**config.mk**
```make
export PLATFORM = sky130hd
export DESIGN_NAME = nfsn_merge
export DESIGN_NICKNAME = d
export VERILOG_FILES = /design/src/design/nfsn_pkg.sv /design/src/design/nfsn_merge.sv
export SDC_FILE = /design/constraint.sdc
export NUM_CORES = 1
export LEC_CHECK = 0
export BUFFER_PORTS_ARGS = -buffer_cell sky130_fd_sc_hd__buf_2
export CORE_UTILIZATION = 32
export DETAILED_ROUTE_END_ITERATION = 7
export PLACE_DENSITY = 0.49
export SLEW_MARGIN = 10
export SYNTH_ARGS = -nofsm -noshare
export SYNTH_HDL_FRONTEND = slang
export SYNTH_SLANG_ARGS = --single-unit
```
**constraint.sdc**
```tcl
create_clock -name vclk -period 10.3
set_clock_uncertainty 0.2 [all_clocks]
set_input_delay 1.03 -clock vclk [all_inputs]
set_output_delay 1.03 -clock vclk [all_outputs]
set_load 0.01 [all_outputs]
```
**src/design/nfsn_pkg.sv**
```systemverilog
// ----------------------------------------------------------------------------
// nfsn_pkg
// shared constants and types for the 5-smooth number generator
// ----------------------------------------------------------------------------
`default_nettype none

package nfsn_pkg;

   localparam int MAX_INDEX   = 1024;
   localparam int TABLE_DEPTH = MAX_INDEX + 1;
   localparam int ADDR_W      = $clog2(TABLE_DEPTH);
   localparam int POS_W       = 12;
   localparam int VALUE_W     = 32;
   localparam int CAND_W      = VALUE_W + 3;

   typedef logic [ADDR_W-1:0]  addr_type;
   typedef logic [VALUE_W-1:0] value_type;

   // outcome of one merge step
   typedef struct packed {
      value_type value;
      logic      adv_two;
      logic      adv_three;
      logic      adv_five;
   } merge_type;

endpackage

`default_nettype wire

```
**src/design/nfsn_merge.sv**
```systemverilog
// ----------------------------------------------------------------------------
// nfsn_merge
// forms the three candidates, picks the minimum and flags pointer advances
// ----------------------------------------------------------------------------
`default_nettype none

module nfsn_merge (
   input  wire nfsn_pkg::value_type val_two,
   input  wire nfsn_pkg::value_type val_three,
   input  wire nfsn_pkg::value_type val_five,
   output nfsn_pkg::merge_type      result
);
   import nfsn_pkg::*;

   logic [CAND_W-1:0] cand_two;
   logic [CAND_W-1:0] cand_three;
   logic [CAND_W-1:0] cand_five;
   logic [CAND_W-1:0] min_23;
   logic [CAND_W-1:0] min_all;

   // constant multiplies as shift and add
   assign cand_two   = CAND_W'(val_two) << 1;
   assign cand_three = (CAND_W'(val_three) << 1) + CAND_W'(val_three);
   assign cand_five  = (CAND_W'(val_five) << 2) + CAND_W'(val_five);

   assign min_23  = (cand_three < cand_two) ? cand_three : cand_two;
   assign min_all = (cand_five < min_23) ? cand_five : min_23;

   assign result.value     = min_all[VALUE_W-1:0];
   assign result.adv_two   = (cand_two == min_all);
   assign result.adv_three = (cand_three == min_all);
   assign result.adv_five  = (cand_five == min_all);

endmodule

`default_nettype wire

```
==> results_dict.tcl, run 1 <==
set metrics [dict create \
    grt_pass1_wl_um 51100 \
    hold_buffers 0 \
    p_sw_share_pct 54.9 \
    first_global_vias 9249 \
    worst_path_dominant_cell_family "simple AND/OR/NAND/NOR gates" \
    numPortBuffers 131 \
    drv_cap 0 \
    post-synth-top-area-fraction_pct 20.0 \
    dpl_cell_area_mm2 0.0104 \
    routedWlPerCell_um 19.5 \
    stdcell_area_mm2 0.0107 \
    yosys.area.top_type "ha_1" \
    p_int_mw 0.760 \
    place_inst 1743 \
    critical-path-slowest-cell "or4b_4" \
    crit_fanout 6 \
    yosys_warnings 0 \
    ys_seq_area_share_pct 0 \
    use_met2_pct 41.7 \
    cp.buffers_inverters 9 \
    syn_inst 1113 \
    synth_area_leaders "ha_1, xnor2_1, a21oi_1, xor2_1, inv_1" \
    grt-ovfl-total 0 \
    antenna_found_initial 1 \
    clkPwrFrac_pct 0 \
    worstSetupEndpointType "output pin" \
    final_nets 1659 \
    worst_pin_slew_ns 0.856 \
    die_height_um 159 \
    grtUsageTotal_pct 25.6 \
    rows 57 \
    ant_nets 0 \
    crit_path_frequent_cell "buf_4" \
    vias 9766 \
    hpwl_um 29100 \
    period_needed_ns 10.12 \
    coreArea_mm2 0.0242 \
    setup_tns_ns 0 \
    finalHoldViolCount 0 \
    first_iter_violations 772 \
    first_pass_iters 7 \
    max_stage_delay_ns 0.53 \
    dieArea_mm2 0.0252 \
    n_clock_buffer 0 \
    remaining_drc_errors 0 \
    fin_util_pct 44.3 \
    finalNonFillerCells 1757 \
    seqPwrFrac_pct 0 \
    setup_slack_ns 0.177 \
    cp.arrival_ns 8.89 \
    p_leak_nw 5.10 \
    cp-start-kind "input port" \
    grt.busiest_layer "met2" \
    start_util_pct 32.5 \
    peakVddDrop_uv 67.3 \
    pin_count 131 \
    grtUsageMet1_pct 35.8 \
    grt_max_degree 25 \
    slew_headroom_pct 42.6 \
    p_per_area_mw_per_mm2 157 \
    power.switching_mw 0.924 \
    hold_ws_ns 2.44 \
    setup_viol 0 \
    area_growth_pct 36.4 \
    regArea_um2 0 \
    avgSynthCellArea_um2 7.08 \
    drive_gt1_share_pct 32.4 \
    dp_slack_ns -0.667 \
    syn_nets 1337 \
    crit_type "input port to output pin" \
    fp.dieW_um 159 \
    place_congestion 0.996 \
    n_antenna_cell 0 \
    hp-class "input port to output pin" \
    routed_wl_um 34200 \
    min_period_over_period_pct 98.3 \
    seq_cell_count 0 \
    total_power_mw 1.68 \
    status "complete, no violations" \
    gr-usage-met3_pct 2.69 \
    crit_required_ns 9.07 \
    synth_cell_types 89 \
    maxSlewViolCount 0 \
    fmax_ghz 0.0988 \
    p_comb_share_pct 100.0 \
    vias_per_cell 5.56 \
    syn_area_mm2 0.00788 \
]
==> kinds of logic (layout without fill, tap and decap cells) <==
logic type,after synthesis,after routing,share of synthesized area [%]
buf+inv,126,444,7.02
simple gates,328,329,21.3
other cells,1,1,0.0476
xor+xnor,125,125,14.3
compound gates,389,390,34.4
fa+ha+maj,128,128,20.5
mux,16,16,2.37
==> cell usage after synthesis, types with 17 or more instances <==
| cell | count |
|---|---|
| a21o_1 | 29 |
| nand2_1 | 77 |
| nor3_1 | 30 |
| ha_1 | 126 |
| xnor2_1 | 78 |
| o21ai_0 | 49 |
| clkbuf_1 | 17 |
| and3_1 | 17 |
| a21oi_2 | 22 |
| nand4_1 | 26 |
| nor4_1 | 22 |
| o211ai_1 | 18 |
| xor2_1 | 44 |
| a21oi_1 | 123 |
| inv_1 | 84 |
| nor2_1 | 62 |
| nand3_1 | 38 |
| a211oi_1 | 17 |
==> power groups by stage <==
| stage | clock [mW] | sequential [mW] | combinational (mW) |
|---|---|---|---|
| 6_report | 0 | 0 | 1.68 |
| 5_1_grt | 0 | 0 | 1.80 |
| 4_1_cts | 0 | 0 | 1.58 |
| 3_5_place_dp | 0 | 0 | 1.56 |
| 3_3_place_gp | 0 | 0 | 1.56 |
| 2_1_floorplan | 0 | 0 | 0.872 |
==> routing by layer <==
layer | routed length [µm] | vias to the layer above
met5 | 17 | -
met4 | 782 | 2
met3 | 2320 | 48
met2 | 14900 | 341
met1 | 16200 | 4532
li1 | - | 4843
==> what timing repair did <==
action	4_1_cts	5_1_grt
setup buffers	1	11
cloned	1	1
pin swaps	4	25
setup endpoints to repair	3	3
gates resized for setup	16	40
==> layout make-up <==
type               instances  area [µm²]
fillers                 2644       13500
inverters                 84         315
multi-input cells        989        7610
well taps                324         405
repair buffers           360        2410
==> path summary, 6_finish.rpt <==
check | startpoint | endpoint | slack, ns | depth (start not counted)
hold / removal | val_two[26] | result[2] | 2.44 | 6
setup / recovery | val_three[1] | result[1] | 0.18 | 38
==> layout by cell type (no fill, tap or decap), types with 43 or more instances in the layout <==
cell | synthesis | final
buf_2 | 13 | 131
xor2_1 | 44 | 43
inv_1 | 84 | 84
a21oi_1 | 123 | 118
xnor2_1 | 78 | 78
buf_4 | 7 | 224
nor2_1 | 62 | 61
nand2_1 | 77 | 76
ha_1 | 126 | 126
o21ai_0 | 49 | 48
No activity file was read; power rests on OpenSTA's default activity.
==> run 2: changes to the inputs <==
--- a/config.mk
+++ b/config.mk
@@ -6,9 +6,9 @@
 export NUM_CORES = 1
 export LEC_CHECK = 0
 export BUFFER_PORTS_ARGS = -buffer_cell sky130_fd_sc_hd__buf_2
-export CORE_UTILIZATION = 32
+export CORE_UTILIZATION = 55
 export DETAILED_ROUTE_END_ITERATION = 7
-export PLACE_DENSITY = 0.49
+export PLACE_DENSITY = 0.77
 export SLEW_MARGIN = 10
 export SYNTH_ARGS = -nofsm -noshare
 export SYNTH_HDL_FRONTEND = slang
==> constraint.sdc (replaced) <==
create_clock -name vclk -period 10.3
set_clock_uncertainty 0.2 [all_clocks]
set_input_delay 0.515 -clock vclk [all_inputs]
set_output_delay 0.515 -clock vclk [all_outputs]
set_load 0.01 [all_outputs]
==> results_dict.tcl, run 2 (synthesized netlist as in run 1, its figures left out) <==
set metrics [dict create \
    rsz0062_at_grt "no" \
    peakVddDrop_uv 94.1 \
    grt_max_degree 26 \
    use_met2_pct 56.9 \
    fp.dieW_um 122 \
    drive_gt1_share_pct 19.8 \
    n_antenna_cell 0 \
    total_power_mw 1.34 \
    finalHoldViolCount 0 \
    regArea_um2 0 \
    vias 9344 \
    critical-path-slowest-cell "or4_1" \
    crit_fanout 17 \
    area_growth_pct 13.3 \
    slew_headroom_pct 39.9 \
    antenna_found_initial 0 \
    grtUsageTotal_pct 36.9 \
    worstSetupEndpointType "output pin" \
    vias_per_cell 6.53 \
    hold_buffers 0 \
    grt.busiest_layer "met2" \
    final_nets 1476 \
    crit_type "input port to output pin" \
    hp-class "input port to output pin" \
    min_period_over_period_pct 93.9 \
    routed_wl_um 28500 \
    grt_pass1_wl_um 42800 \
    numPortBuffers 131 \
    first_iter_violations 1013 \
    first_pass_iters 8 \
    p_leak_nw 4.16 \
    p_per_area_mw_per_mm2 150 \
    drv_cap 0 \
    fmax_ghz 0.103 \
    hpwl_um 24000 \
    start_util_pct 56.5 \
    gr-usage-met3_pct 8.15 \
    mostFrequentLayoutCells "buf_2, ha_1, a21oi_1, inv_1, xnor2_1" \
    coreArea_mm2 0.0139 \
    setup_viol 0 \
    ant_nets 0 \
    crit_required_ns 9.59 \
    rows 43 \
    seq_cell_count 0 \
    max_stage_delay_ns 0.66 \
    routedWlPerCell_um 20.0 \
    grt-ovfl-total 0 \
    startpoint "val_three[0]" \
    n_clock_buffer 0 \
    maxSlewViolCount 0 \
    crit_path_frequent_cell "nor2_1" \
    worst_pin_slew_ns 0.902 \
    first_global_vias 8187 \
    cp.arrival_ns 8.96 \
    period_needed_ns 9.67 \
    min_from "val_two[26]" \
    grtUsageMet1_pct 50.1 \
    setup_tns_ns 0 \
    remaining_drc_errors 0 \
    status "complete, no violations" \
    cp-start-kind "input port" \
    pin_count 131 \
    dieArea_mm2 0.0148 \
    place_congestion 1.04 \
    hold_ws_ns 1.36 \
    final_common_cell "buf_2" \
    die_height_um 122 \
]
-- run 2: layout make-up --
| cell class | instances | area [µm²] |
|---|---|---|
| Fill cell | 1297 | 5010 |
| Timing Repair Buffer | 178 | 1010 |
| Tap cell | 180 | 225 |
| Inverter | 84 | 315 |
| Multi-Input combinational cell | 988 | 7370 |
-- run 2: final timing paths --
kind         to  slack (ns)  cells after the start
max   result[2]        0.63                     33
min   result[2]        1.36                      5
-- run 2: stage by stage --
step                cell area (µm²)  utilization, %  std cells  worst slack (ns)
floorplan                      7880               -       1113              1.91
global placement               8870            63.6       1428             0.179
finish                         8920            64.0       1430             0.626
detailed placement             8870            63.6       1428            0.0110
global route                   8920            64.0       1430           0.00466
CTS                            8870            63.7       1429             0.179
-- run 2: report_power, final --
part | switching (mW) | total [mW] | internal, mW | leakage (nW)
logic | 0.812 | 1.34 | 0.531 | 4.16
clock network | 0 | 0 | 0 | 0
registers | 0 | 0 | 0 | 0
-- run 2: metal layers --
metal	up-vias	wire [µm]
li1	4463	-
met1	4220	12100
met2	573	11900
met3	88	3420
met4	0	1080
met5	-	0
-- run 2: worst max-delay path: cells and delay by family --
family                     cells  cell delay [ns]
AOI/OAI and AO/OA             10             2.45
adders and majority gates      4             1.17
and+or+nand+nor               16             4.20
buffers and inverters          3             0.59
-- run 2: what timing repair did --
| action | in CTS | in global routing |
|---|---|---|
| gates cloned | 1 | 0 |
| pin swaps | 1 | 1 |
| endpoints found under the setup margin | 1 | 3 |
| gates resized for setup | 0 | 7 |
| buffers inserted | 0 | 1 |
| endpoints found under the hold margin | 0 | 0 |
